### src/rtl/ile_pkg.sv
// ----------------------------------------------------------------------------
// indexed list engine package
// sizes, codes and control/status bundles shared by the list engine modules
// ----------------------------------------------------------------------------
package ile_pkg;

	localparam int DEPTH   = 64;
	localparam int ADDR_W  = (DEPTH > 1) ? $clog2(DEPTH) : 1;
	localparam int CNT_W   = $clog2(DEPTH + 1);

	// fixed field widths
	localparam int CMD_W    = 3;
	localparam int POS_W    = 7;
	localparam int WORD_W   = 32;
	localparam int STATUS_W = 2;
	localparam int FPOS_W   = 6;
	localparam int TOTAL_W  = 7;

	localparam int CMP_W = (CNT_W > POS_W) ? CNT_W : POS_W;

	// stream packing
	localparam int S_TDATA_W = 40;
	localparam int M_TDATA_W = 48;
	localparam int POS_LSB   = 0;
	localparam int WORD_LSB  = POS_W;
	localparam int M_PAD_W   = M_TDATA_W - WORD_W - FPOS_W - TOTAL_W;

	typedef enum logic [CMD_W-1:0] {
		OP_APPEND = 3'd0,
		OP_DROP   = 3'd1,
		OP_READ   = 3'd2,
		OP_FIND   = 3'd3,
		OP_INSERT = 3'd4,
		OP_ERASE  = 3'd5,
		OP_CLEAR  = 3'd6
	} ile_op_t;

	typedef enum logic [STATUS_W-1:0] {
		ST_OK      = 2'd0,
		ST_RANGE   = 2'd1,
		ST_FULL    = 2'd2,
		ST_MISSING = 2'd3
	} ile_status_t;

	typedef enum logic [2:0] {
		WR_NONE,
		WR_AT_COUNT,
		WR_AT_POS,
		WR_UP,
		WR_DOWN
	} ile_wr_t;

	typedef enum logic [2:0] {
		PTR_HOLD,
		PTR_INC,
		PTR_DEC,
		PTR_ZERO,
		PTR_POS,
		PTR_LAST,
		PTR_POS_P1
	} ile_ptr_t;

	typedef struct packed {
		logic        load;
		logic        cnt_inc;
		logic        cnt_dec;
		logic        cnt_clr;
		ile_ptr_t    ptr_op;
		logic        rd_issue;
		ile_wr_t     wr_sel;
		logic        set_status;
		ile_status_t status;
		logic        cap_read;
		logic        cap_find;
		logic        emit;
	} ile_ctl_t;

	typedef struct packed {
		ile_op_t op;
		logic    full;
		logic    empty;
		logic    pos_gt_cnt;
		logic    pos_ge_cnt;
		logic    pos_eq_cnt;
		logic    pos_p1_eq_cnt;
		logic    ptr_eq_pos;
		logic    ptr_eq_last;
		logic    pend;
		logic    match;
		logic    out_free;
	} ile_sts_t;

endpackage

### src/rtl/ile_ram.sv
// ----------------------------------------------------------------------------
// generic ram
// one write port, one read port with registered read data
// ----------------------------------------------------------------------------
module ile_ram #(
	parameter int WIDTH = 32,
	parameter int DEPTH = 64
) (
	input  logic                                    clk,
	input  logic                                    we,
	input  logic [((DEPTH > 1) ? $clog2(DEPTH) : 1)-1:0] waddr,
	input  logic [WIDTH-1:0]                        wdata,
	input  logic                                    re,
	input  logic [((DEPTH > 1) ? $clog2(DEPTH) : 1)-1:0] raddr,
	output logic [WIDTH-1:0]                        rdata
);

	logic [WIDTH-1:0] mem_q [DEPTH];

	always_ff @(posedge clk) begin
		if (we) begin
			mem_q[waddr] <= wdata;
		end
		if (re) begin
			rdata <= mem_q[raddr];
		end
	end

endmodule

### src/rtl/ile_ctrl.sv
// ----------------------------------------------------------------------------
// indexed list engine controller
// sequences decode, memory walk, tail write and result hand-off
// ----------------------------------------------------------------------------
module ile_ctrl (
	input  logic              clk,
	input  logic              arst_n,
	input  logic              s_tvalid,
	output logic              s_tready,
	input  ile_pkg::ile_sts_t sts,
	output ile_pkg::ile_ctl_t ctl
);

	typedef enum logic [2:0] {
		S_IDLE,
		S_DECODE,
		S_WALK,
		S_TAIL,
		S_DONE
	} state_t;

	state_t state_q;
	state_t state_d;
	logic   last_q;
	logic   last_now;
	logic   ready_q;

	// insert and read stop at the position, find and erase at the last element
	assign last_now = (sts.op == ile_pkg::OP_INSERT || sts.op == ile_pkg::OP_READ) ?
		sts.ptr_eq_pos : sts.ptr_eq_last;

	assign s_tready = ready_q;

	always_comb begin
		ctl        = '0;
		ctl.ptr_op = ile_pkg::PTR_HOLD;
		ctl.wr_sel = ile_pkg::WR_NONE;
		ctl.status = ile_pkg::ST_OK;
		state_d    = state_q;
		unique case (state_q)
			S_IDLE: begin
				if (s_tvalid && ready_q) begin
					ctl.load = 1'b1;
					state_d  = S_DECODE;
				end
			end
			S_DECODE: begin
				unique case (sts.op)
					ile_pkg::OP_APPEND: begin
						if (sts.full) begin
							ctl.set_status = 1'b1;
							ctl.status     = ile_pkg::ST_FULL;
						end else begin
							ctl.wr_sel  = ile_pkg::WR_AT_COUNT;
							ctl.cnt_inc = 1'b1;
						end
					end
					ile_pkg::OP_DROP: begin
						ctl.cnt_dec = !sts.empty;
					end
					ile_pkg::OP_READ: begin
						if (sts.pos_ge_cnt) begin
							ctl.set_status = 1'b1;
							ctl.status     = ile_pkg::ST_RANGE;
						end else begin
							ctl.ptr_op = ile_pkg::PTR_POS;
						end
					end
					ile_pkg::OP_FIND: begin
						if (sts.empty) begin
							ctl.set_status = 1'b1;
							ctl.status     = ile_pkg::ST_MISSING;
						end else begin
							ctl.ptr_op = ile_pkg::PTR_ZERO;
						end
					end
					ile_pkg::OP_INSERT: begin
						if (sts.pos_gt_cnt) begin
							ctl.set_status = 1'b1;
							ctl.status     = ile_pkg::ST_RANGE;
						end else if (sts.full) begin
							ctl.set_status = 1'b1;
							ctl.status     = ile_pkg::ST_FULL;
						end else if (sts.pos_eq_cnt) begin
							ctl.wr_sel  = ile_pkg::WR_AT_POS;
							ctl.cnt_inc = 1'b1;
						end else begin
							ctl.ptr_op = ile_pkg::PTR_LAST;
						end
					end
					ile_pkg::OP_ERASE: begin
						if (sts.pos_ge_cnt) begin
							ctl.set_status = 1'b1;
							ctl.status     = ile_pkg::ST_RANGE;
						end else if (sts.pos_p1_eq_cnt) begin
							ctl.cnt_dec = 1'b1;
						end else begin
							ctl.ptr_op = ile_pkg::PTR_POS_P1;
						end
					end
					ile_pkg::OP_CLEAR: begin
						ctl.cnt_clr = 1'b1;
					end
					default: begin
					end
				endcase
				state_d = (ctl.ptr_op != ile_pkg::PTR_HOLD) ? S_WALK : S_DONE;
			end
			S_WALK: begin
				if (!last_q) begin
					ctl.rd_issue = 1'b1;
					ctl.ptr_op   = (sts.op == ile_pkg::OP_INSERT) ?
						ile_pkg::PTR_DEC : ile_pkg::PTR_INC;
				end
				if (sts.pend) begin
					unique case (sts.op)
						ile_pkg::OP_FIND: begin
							if (sts.match) begin
								ctl.cap_find = 1'b1;
								state_d      = S_DONE;
							end else if (last_q) begin
								ctl.set_status = 1'b1;
								ctl.status     = ile_pkg::ST_MISSING;
								state_d        = S_DONE;
							end
						end
						ile_pkg::OP_READ: begin
							ctl.cap_read = 1'b1;
							state_d      = S_DONE;
						end
						ile_pkg::OP_INSERT: begin
							ctl.wr_sel = ile_pkg::WR_UP;
							if (last_q) begin
								state_d = S_TAIL;
							end
						end
						ile_pkg::OP_ERASE: begin
							ctl.wr_sel = ile_pkg::WR_DOWN;
							if (last_q) begin
								ctl.cnt_dec = 1'b1;
								state_d     = S_DONE;
							end
						end
						default: begin
							state_d = S_DONE;
						end
					endcase
				end
			end
			S_TAIL: begin
				ctl.wr_sel  = ile_pkg::WR_AT_POS;
				ctl.cnt_inc = 1'b1;
				state_d     = S_DONE;
			end
			S_DONE: begin
				if (sts.out_free) begin
					ctl.emit = 1'b1;
					state_d  = S_IDLE;
				end
			end
			default: begin
				state_d = S_IDLE;
			end
		endcase
	end

	always_ff @(posedge clk or negedge arst_n) begin
		if (!arst_n) begin
			state_q <= S_IDLE;
			last_q  <= 1'b0;
			ready_q <= 1'b0;
		end else begin
			state_q <= state_d;
			ready_q <= (state_d == S_IDLE);
			if (state_d == S_WALK && state_q == S_WALK) begin
				last_q <= last_q | last_now;
			end else begin
				last_q <= 1'b0;
			end
		end
	end

endmodule

### src/rtl/ile_dp.sv
// ----------------------------------------------------------------------------
// indexed list engine datapath
// item registers, element count, walk pointer, element ram and output register
// ----------------------------------------------------------------------------
module ile_dp (
	input  logic                            clk,
	input  logic                            arst_n,
	input  logic [ile_pkg::S_TDATA_W-1:0]   s_tdata,
	input  logic [ile_pkg::CMD_W-1:0]       s_tuser,
	output logic                            m_tvalid,
	input  logic                            m_tready,
	output logic [ile_pkg::M_TDATA_W-1:0]   m_tdata,
	output logic [ile_pkg::STATUS_W-1:0]    m_tuser,
	input  ile_pkg::ile_ctl_t               ctl,
	output ile_pkg::ile_sts_t               sts
);

	logic [ile_pkg::CMD_W-1:0]   cmd_q;
	logic [ile_pkg::POS_W-1:0]   pos_q;
	logic [ile_pkg::WORD_W-1:0]  word_q;
	logic [ile_pkg::CNT_W-1:0]   count_q;
	logic [ile_pkg::CNT_W-1:0]   ptr_q;
	logic                        pend_s1;
	logic [ile_pkg::ADDR_W-1:0]  pend_addr_s1;
	ile_pkg::ile_status_t        status_q;
	logic [ile_pkg::WORD_W-1:0]  rd_q;
	logic [ile_pkg::FPOS_W-1:0]  fpos_q;
	logic                        m_tvalid_q;
	logic [ile_pkg::M_TDATA_W-1:0] m_tdata_q;
	logic [ile_pkg::STATUS_W-1:0]  m_tuser_q;

	logic [ile_pkg::CMP_W-1:0]   pos_ext;
	logic [ile_pkg::CMP_W-1:0]   cnt_ext;
	logic [ile_pkg::CMP_W-1:0]   ptr_ext;
	logic                        ram_we;
	logic [ile_pkg::ADDR_W-1:0]  ram_waddr;
	logic [ile_pkg::WORD_W-1:0]  ram_wdata;
	logic [ile_pkg::WORD_W-1:0]  ram_rdata;

	assign pos_ext = ile_pkg::CMP_W'(pos_q);
	assign cnt_ext = ile_pkg::CMP_W'(count_q);
	assign ptr_ext = ile_pkg::CMP_W'(ptr_q);

	always_comb begin
		sts               = '0;
		sts.op            = ile_pkg::ile_op_t'(cmd_q);
		sts.full          = (count_q == ile_pkg::CNT_W'(ile_pkg::DEPTH));
		sts.empty         = (count_q == '0);
		sts.pos_gt_cnt    = (pos_ext > cnt_ext);
		sts.pos_ge_cnt    = (pos_ext >= cnt_ext);
		sts.pos_eq_cnt    = (pos_ext == cnt_ext);
		sts.pos_p1_eq_cnt = ((pos_ext + 1'b1) == cnt_ext);
		sts.ptr_eq_pos    = (ptr_ext == pos_ext);
		sts.ptr_eq_last   = (ptr_q == (count_q - 1'b1));
		sts.pend          = pend_s1;
		sts.match         = pend_s1 && (ram_rdata == word_q);
		sts.out_free      = !m_tvalid_q || m_tready;
	end

	// write port: new word at count or position, or a shifted element one slot over
	always_comb begin
		ram_we    = (ctl.wr_sel != ile_pkg::WR_NONE);
		ram_waddr = '0;
		ram_wdata = ram_rdata;
		unique case (ctl.wr_sel)
			ile_pkg::WR_NONE: begin
			end
			ile_pkg::WR_AT_COUNT: begin
				ram_waddr = count_q[ile_pkg::ADDR_W-1:0];
				ram_wdata = word_q;
			end
			ile_pkg::WR_AT_POS: begin
				ram_waddr = ile_pkg::ADDR_W'(pos_q);
				ram_wdata = word_q;
			end
			ile_pkg::WR_UP: begin
				ram_waddr = pend_addr_s1 + 1'b1;
			end
			ile_pkg::WR_DOWN: begin
				ram_waddr = pend_addr_s1 - 1'b1;
			end
			default: begin
			end
		endcase
	end

	ile_ram #(
		.WIDTH (ile_pkg::WORD_W),
		.DEPTH (ile_pkg::DEPTH)
	) u_store (
		.clk   (clk),
		.we    (ram_we),
		.waddr (ram_waddr),
		.wdata (ram_wdata),
		.re    (ctl.rd_issue),
		.raddr (ptr_q[ile_pkg::ADDR_W-1:0]),
		.rdata (ram_rdata)
	);

	// item and walk registers
	always_ff @(posedge clk) begin
		if (ctl.load) begin
			cmd_q  <= s_tuser;
			pos_q  <= s_tdata[ile_pkg::POS_LSB +: ile_pkg::POS_W];
			word_q <= s_tdata[ile_pkg::WORD_LSB +: ile_pkg::WORD_W];
		end
		unique case (ctl.ptr_op)
			ile_pkg::PTR_HOLD:   ptr_q <= ptr_q;
			ile_pkg::PTR_INC:    ptr_q <= ptr_q + 1'b1;
			ile_pkg::PTR_DEC:    ptr_q <= ptr_q - 1'b1;
			ile_pkg::PTR_ZERO:   ptr_q <= '0;
			ile_pkg::PTR_POS:    ptr_q <= ile_pkg::CNT_W'(pos_q);
			ile_pkg::PTR_LAST:   ptr_q <= count_q - 1'b1;
			ile_pkg::PTR_POS_P1: ptr_q <= ile_pkg::CNT_W'(pos_q) + 1'b1;
			default:             ptr_q <= ptr_q;
		endcase
		pend_addr_s1 <= ptr_q[ile_pkg::ADDR_W-1:0];
		if (ctl.load) begin
			status_q <= ile_pkg::ST_OK;
			rd_q     <= '0;
			fpos_q   <= '0;
		end else begin
			if (ctl.set_status) begin
				status_q <= ctl.status;
			end
			if (ctl.cap_read) begin
				rd_q <= ram_rdata;
			end
			if (ctl.cap_find) begin
				fpos_q <= ile_pkg::FPOS_W'(pend_addr_s1);
			end
		end
		if (ctl.emit) begin
			m_tdata_q <= {{ile_pkg::M_PAD_W{1'b0}}, ile_pkg::TOTAL_W'(count_q), fpos_q, rd_q};
			m_tuser_q <= status_q;
		end
	end

	// control registers
	always_ff @(posedge clk or negedge arst_n) begin
		if (!arst_n) begin
			count_q    <= '0;
			pend_s1    <= 1'b0;
			m_tvalid_q <= 1'b0;
		end else begin
			pend_s1 <= ctl.rd_issue;
			if (ctl.cnt_clr) begin
				count_q <= '0;
			end else if (ctl.cnt_inc) begin
				count_q <= count_q + 1'b1;
			end else if (ctl.cnt_dec) begin
				count_q <= count_q - 1'b1;
			end
			if (ctl.emit) begin
				m_tvalid_q <= 1'b1;
			end else if (m_tready) begin
				m_tvalid_q <= 1'b0;
			end
		end
	end

	assign m_tvalid = m_tvalid_q;
	assign m_tdata  = m_tdata_q;
	assign m_tuser  = m_tuser_q;

endmodule

### src/rtl/indexed_list_engine_unit.sv
// ----------------------------------------------------------------------------
// indexed list engine unit
// fixed-capacity ordered list of signed 32-bit words with append, drop, read,
// find, insert, erase and clear; one result transfer per command transfer
// ----------------------------------------------------------------------------
//
// channel | direction | tdata (low bit up)                        | tuser
// --------+-----------+-------------------------------------------+--------
// s_*     | in        | position[6:0], word[38:7], pad            | command
// m_*     | out       | read_word[31:0], found_position[37:32],   | status
//         |           | element_total[44:38], pad                 |
//
// append, drop, clear, the unused code, rejected commands, insert at the end and
// erase of the last element finish at decode; read, find, other erases and other
// inserts walk the stored words, an insert then writing its new word; a walk reads
// one stored word a cycle and writes the shifted word in the following cycle
// reset: element count goes to zero, ready low; stored words undefined until written
// stalls: a held result sits in the output register; the next command's result waits
//
module indexed_list_engine_unit (
	input  logic                            clk,
	input  logic                            arst_n,
	// command side
	input  logic                            s_tvalid,
	output logic                            s_tready,
	input  logic [ile_pkg::S_TDATA_W-1:0]   s_tdata,   // position[6:0], word[38:7]
	input  logic [ile_pkg::CMD_W-1:0]       s_tuser,   // command[2:0]
	// result side
	output logic                            m_tvalid,
	input  logic                            m_tready,
	output logic [ile_pkg::M_TDATA_W-1:0]   m_tdata,   // read_word[31:0],
	                                                   // found_position[37:32],
	                                                   // element_total[44:38]
	output logic [ile_pkg::STATUS_W-1:0]    m_tuser    // status[1:0]
);

	// command bundle from the controller, flags back from the datapath
	ile_pkg::ile_ctl_t ctl;
	ile_pkg::ile_sts_t sts;

	// state machine: decode, memory walk, tail write, result hand-off
	ile_ctrl u_ctrl (
		.clk      (clk),
		.arst_n   (arst_n),
		.s_tvalid (s_tvalid),
		.s_tready (s_tready),
		.sts      (sts),
		.ctl      (ctl)
	);

	// element store, count, walk pointer and output register
	ile_dp u_dp (
		.clk      (clk),
		.arst_n   (arst_n),
		.s_tdata  (s_tdata),
		.s_tuser  (s_tuser),
		.m_tvalid (m_tvalid),
		.m_tready (m_tready),
		.m_tdata  (m_tdata),
		.m_tuser  (m_tuser),
		.ctl      (ctl),
		.sts      (sts)
	);

endmodule

### config.mk
export PLATFORM = sky130hd
export DESIGN_NAME = indexed_list_engine_unit
export DESIGN_NICKNAME = d
export VERILOG_FILES = /design/src/rtl/ile_pkg.sv /design/src/rtl/ile_ram.sv /design/src/rtl/ile_ctrl.sv /design/src/rtl/ile_dp.sv /design/src/rtl/indexed_list_engine_unit.sv
export SDC_FILE = /design/constraint.sdc
export NUM_CORES = 2
export LEC_CHECK = 0
export BUFFER_PORTS_ARGS = -buffer_cell sky130_fd_sc_hd__buf_2
export CAP_MARGIN = 20
export CELL_PAD_IN_SITES_DETAIL_PLACEMENT = 0
export CELL_PAD_IN_SITES_GLOBAL_PLACEMENT = 2
export CORE_ASPECT_RATIO = 0.6
export CORE_MARGIN = 2
export CORE_UTILIZATION = 46
export CTS_CLUSTER_DIAMETER = 120
export DETAILED_ROUTE_END_ITERATION = 7
export PLACE_DENSITY = 0.81
export SLEW_MARGIN = 20
export SYNTH_ARGS = -nofsm -noshare
export SYNTH_HDL_FRONTEND = slang
export SYNTH_SLANG_ARGS = --single-unit
### constraint.sdc
create_clock -name clk -period 5.49 [get_ports clk]
set_input_delay 1.3725 -clock clk [delete_from_list [all_inputs] [get_ports clk]]
set_output_delay 1.3725 -clock clk [all_outputs]
set_load 0.02 [all_outputs]
; Word level (Yosys, flattened, before mapping)
; Memory sizes are Yosys's and may differ from the RTL's. A register that Yosys moved wholly into a read port is not among the register bits.
; Index checks and enable logic that the tools add are counted.
[totals]
n_memories = 1
in_bits = 47
out_inout_bits = 52
mem_bits_rw = 2048
regBits = 156
[memory_table]
columns = name, words, word_bits, read_ports, rd_ports_with_merged_regs, write_ports, line
row1 = u_dp.u_store.mem_q, 64, 32, 1, 1, 1, ile_ram.sv:18  ; logic [WIDTH-1:0] mem_q [DEPTH];
[classes]
mux = 74
n_addsub = 7
eq_ne = 27
n_reduce_logical = 18
order_cmp = 2
bitwise = 1
[ops]
columns = operator, count
row1 = 2-to-1 mux 3 bit, 23
row2 = one-hot mux 7 bit (6 select lines), 1
row3 = == test 32 bit, 1
row4 = 2-to-1 mux 32 bit, 1
row5 = == test 7 bit, 4
row6 = "== test 3 x 2 -> 1 bit, second input constant", 9
row7 = 2-to-1 mux 1 bit, 26
row8 = "== test 3 bit, second input constant", 8
row9 = one-hot mux 3 bit (2 select lines), 4
row10 = one-hot mux 3 bit (4 select lines), 2
row11 = one-hot mux 6 bit (4 select lines), 1
row12 = "adder 7 x 1 -> 7 bit, second input constant", 3
row13 = 2-to-1 mux 7 bit, 3
row14 = one-hot mux 3 bit (3 select lines), 2
row15 = one-hot mux 3 bit (5 select lines), 1
row16 = "subtractor 7 x 1 -> 7 bit, second input constant", 2
row17 = "== test 3 x 1 -> 1 bit, second input constant", 4
row18 = logical NOT 3 bit, 3
row19 = nonzero test 3 bit, 3
row20 = 2-to-1 mux 2 bit, 4
row21 = 2-to-1 mux 8 bit, 1
row22 = one-hot mux 1 bit (2 select lines), 4
row23 = "== test 7 bit, second input constant", 1
row24 = >= comparator 7 bit, 1
row25 = 12 further kinds, 17

; Depth between registers and ports, before layout
[depth]
depth_word = 12
ltp_mapped = 15
mapped_depth_nobuf = 13

; Hierarchy
; Synthesis repeated with hierarchy kept, for this count alone.
[hier_totals]
cells_unflattened = 4277
area_unflattened_um2 = 87186.1
[modules_own_cells]
columns = module, cells_each, seq_area_each_um2, area_each_um2, instances
row1 = ile_ram, 3572, 62459.9, 79206.0, 1
row2 = ile_dp, 607, 4028.9, 7285.7, 1
row3 = ile_ctrl, 98, 125.1, 694.4, 1

; Worst setup path before layout
; OpenSTA, ideal clock, no wires.
[synth_timing]
path_type = register to register
from = reg u_ctrl.state_q[1]
to = mem u_dp.u_store.mem_q[19][0], enable pin
setup_ns = 0.421
t_arrival_ns = 5.031
path_stages_with_launch = 16
path_slack_ns = 0.038
n_path_buf = 3
path_cell_list = dfrtp_1 > clkbuf_2 > nor3b_1 > and3_1 > clkbuf_1 > nand2_1 > inv_1 > ha_1 > a21o_1 > a21o_1 > a21o_1 > a21o_1 > mux2_2 > or4_2 > buf_2 > nor2_1
[synth_via]
elab_chain_cells = 5
word_cells_on_any_way = 12
cone_classes = eq/ne: 7 / mux: 4 / reduce/logical: 1
[synth_rtl]
columns = element, line
row1 = from (decl), ile_ctrl.sv:22  ; state_t state_q;
row2 = from (signal assigned), ile_ctrl.sv:173  ; state_q <= state_d;
row3 = == test 3 x 2 -> 1 bit / == test 3 x 1 -> 1 bit (equally long branches), ile_ctrl.sv:40  ; unique case (state_q)
row4 = one-hot mux 3 bit (3 select lines) (*), ile_ctrl.sv:40
row5 = "parallel branches: the longest is 3 deep, another holds one-hot mux 6 bit (4 select lines)", -
row6 = to (decl), ile_ram.sv:18
; Mark *: on every way between the ends.

; Worst setup path in the final report
[layout_timing]
from = reg u_ctrl.state_q[1]
to = mem u_dp.u_store.mem_q[58][20], enable pin
; Same word-level chain as after synthesis.

==> results.yml <==
run_status:
  status: "finished, final reports clean"
min_path:
  hold_class: "reg2reg"
  holdPathStages: 0
  hp-start: "u_dp.rd_q[13]"
  worstHoldEndpoint: "u_dp.m_tdata[13]"
grt:
  grt-ovfl-total: 0
  grtUsageTotal_pct: 23.0
  grt_pass1_vias: 40040
  grt_max_degree: 107
  antenna_found_initial: 20
  grt_pass1_wl_mm: 308
cells_and_area:
  nets: 4048
  multiInputGateArea_um2: 19400
  layout-drive-gt1-share_pct: 32.6
  regArea_um2: 66600
  area_growth_pct: 13.8
  fill_cells: 14058
power:
  max-vdd-ir-drop_v: 0.000250
  total_power_mw: 44.2
  leakage_nw: 30.4
  powerDensity_nw_per_um2: 450
critical_path:
  regToRegSetupSlack_ps: 670
  cp_max_fo: 18
  worstPathRequired_ps: 5950
  r2r_end: "u_dp.u_store.mem_q[58][20]"
  endpoint_kind: "flop"
  cp-start-kind: "flop"
  arrival_ps: 5280
  r2r-start: "u_ctrl.state_q[1]"
  crit_type: "reg2reg"
  r2r_cells: 14
synthesis:
  post-synth-top-area-cell: "edfxtp_1"
  synth_area_per_cell_um2: 23.4
  synthAdderAreaFrac_pct: 0.322
  synth_top_family_by_area: "multiplexers"
  synthFlopType: "edfxtp_1"
  synthMuxAreaShare_pct: 18.2
  ys_seq_area_share_pct: 77.2
  synth-async-reset-ratio_pct: 0.626
  synth.distinct_cells: 75
  syn_area_um2: 86300
  synth_xor_area_share_pct: 0.690
  synth_cells: 3691
  synth_top_area_share_pct: 75.7
  synth_compound_area_share_pct: 1.16
  synth_area_leaders: "edfxtp_1 76%, mux4_2 18%, dfxtp_1 1.1%"
  yosys_warnings: 0
  synth_edf_count: 2176
  ys_ff_latch: 2236
  yosys.area_share.simple_pct: 1.52
routing:
  route.detailed.wl_per_inst_um: 33.1
  routed_wl_mm: 219
  drc: 0
  first_pass_iters: 5
  vias: 41192
  initialDrtViolationCount: 6840
  routed_via_density: 6.21
  ant_nets: 0
sta:
  drv_slew: 0
  slew_headroom_pct: 24.8
  fin_hold_ws_ps: 428
  period_share_pct: 87.8
  worst_pin_slew_ps: 1130
  fin_crit_ps: 4820
  rsz0062_at_grt: "no"
  finalSetupViolCount: 0
  fmax_mhz: 207
  hold_viol: 0
  setup_tns_ps: 0
  fin_skew_ps: 37.0
clock_network:
  cts_root_buffer: "clkbuf_16"
  cts_inserted_buffers: 189
  postCtsSetupRepairBufs: 0
  clock_path_buffers: 4
  post_cts_resized: 0
  holdBufCountCts: 0
  cts.clk_slew.worst_paths_ps: 70
  cts_tree: "built"
  clock_sinks: 2236
  clk-insertion-delay-late_ps: 830
  htree_levels: 4
floorplanning:
  die_w_um: 563
  io_pins: 99
  core_area_um2: 187000
  fp.dieArea_um2: 191000
  initial_core_util_pct: 46.2
  rows: 123
  die_h_um: 340
place:
  place_congestion: 0.869
  numPortBuffers: 94
  dp_hpwl_mm: 132
job:
  cap_violations: 0
## worst max-delay path, stage by stage, from the launching register on
cell,delay (ps)
dfrtp_1,520
nor3b_1,230
buf_4,170
and3_1,320
nand2_1,140
inv_1,140
ha_1,250
a21o_1,180
a21o_1,190
a21o_1,170
a21o_1,190
mux2i_1,210
a211o_2,510
nor2_4,680
buf_4,480
## state kept, by name, indices dropped and copies added (netlist names), 7 cells and up
register	cells
u_dp.u_store.mem_q	2048
u_dp.word_q	32
u_dp.rd_q	32
u_dp.ptr_ext	7
u_dp.m_tdata	45
u_dp.pos_ext	7
u_dp.cnt_ext	7
u_dp.u_store.rdata	32
## layout by cell type (no fill, tap or decap), drive strengths merged, types with 9 or more instances in the layout
cell	netlist	routed
edfxtp	2176	2176
mux4	672	672
buf	69	280
clkbuf	116	239
nand2	96	96
nor2	95	95
clkinv	0	70
xnor2	59	59
a21oi	57	57
dfxtp	46	46
mux2	35	35
inv	25	27
ha	19	19
nand3	18	18
o21ai	17	17
bufinv	0	16
nand4	16	16
mux2i	14	14
dfrtp	14	14
nor3	13	13
a22oi	11	11
clkinvlp	0	11
xor2	9	9
## synthesized netlist by cell type (all sizes together) (5+ instances only)
library cell	n
mux2i	14
inv	25
dfrtp	14
xor2	9
a211oi	5
a211o	5
nor3	13
nor2	95
o31ai	6
mux4	672
mux2	35
o21ai	17
nor2b	8
edfxtp	2176
nor4	6
nand3	18
nand2	96
o211ai	7
ha	19
xnor2	59
nand4	16
dfxtp	46
clkbuf	116
a21o	8
a21oi	57
a22oi	11
and2	6
or3	8
buf	69
## through the flow
| step | std cells | instance area [um2] | worst slack [ps] | util [%] |
|---|---|---|---|---|
| finish | 6632 | 98200 | 668 | 52.6 |
| detailed placement | 6288 | 92200 | 769 | 49.3 |
| floorplan | 3693 | 86300 | 37.9 | - |
| global route | 6627 | 98200 | 443 | 52.6 |
| CTS | 6625 | 98200 | 732 | 52.6 |
| global placement | 6286 | 92200 | 819 | 49.3 |
## how the worst max path moves through the flow
stage                                  from                    endpoint  slack (ps)
after floorplan           u_ctrl.state_q[1]   u_dp.u_store.mem_q[19][0]          40
after global placement    u_ctrl.state_q[1]   u_dp.u_store.mem_q[2][10]         820
after detailed placement  u_ctrl.state_q[1]   u_dp.u_store.mem_q[2][27]         770
after CTS                 u_ctrl.state_q[1]   u_dp.u_store.mem_q[2][16]         730
after global routing      u_ctrl.state_q[1]  u_dp.u_store.mem_q[58][13]         440
final                     u_ctrl.state_q[1]  u_dp.u_store.mem_q[58][20]         670
## kinds of logic (layout without fill, tap and decap cells)
logic type | Yosys count | in the layout
other cells | 1 | 9
flops | 2236 | 2236
simple gates | 286 | 286
xor+xnor | 68 | 68
compound gates | 148 | 148
fa+ha+maj | 21 | 21
buf+inv | 210 | 643
mux | 721 | 721
## area by class of cell
cell class	instances	share of cell area (%)
Sequential cell	2236	67.8
Multi-Input combinational cell	1247	19.7
Clock buffer	238	5.22
Tap cell	2500	3.18
Timing Repair Buffer	281	3.04
Clock inverter	99	0.900
Inverter	25	0.0955
Antenna cell	6	0.0153
## metal layers
metal	up-vias	wire [um]	GRT usage [%]
met3	242	29700	7.65
met5	-	32	0
met2	2331	92300	31.0
li1	16312	-	-
met4	4	3740	4.21
met1	22303	93700	36.5
## power by group
part	switching [mW]	leakage, nW	internal, mW
combinational	6.24	7.30	3.75
sequential	0.419	20.1	20.4
clock	5.97	2.92	7.37
(Power assumes the default switching activity.)
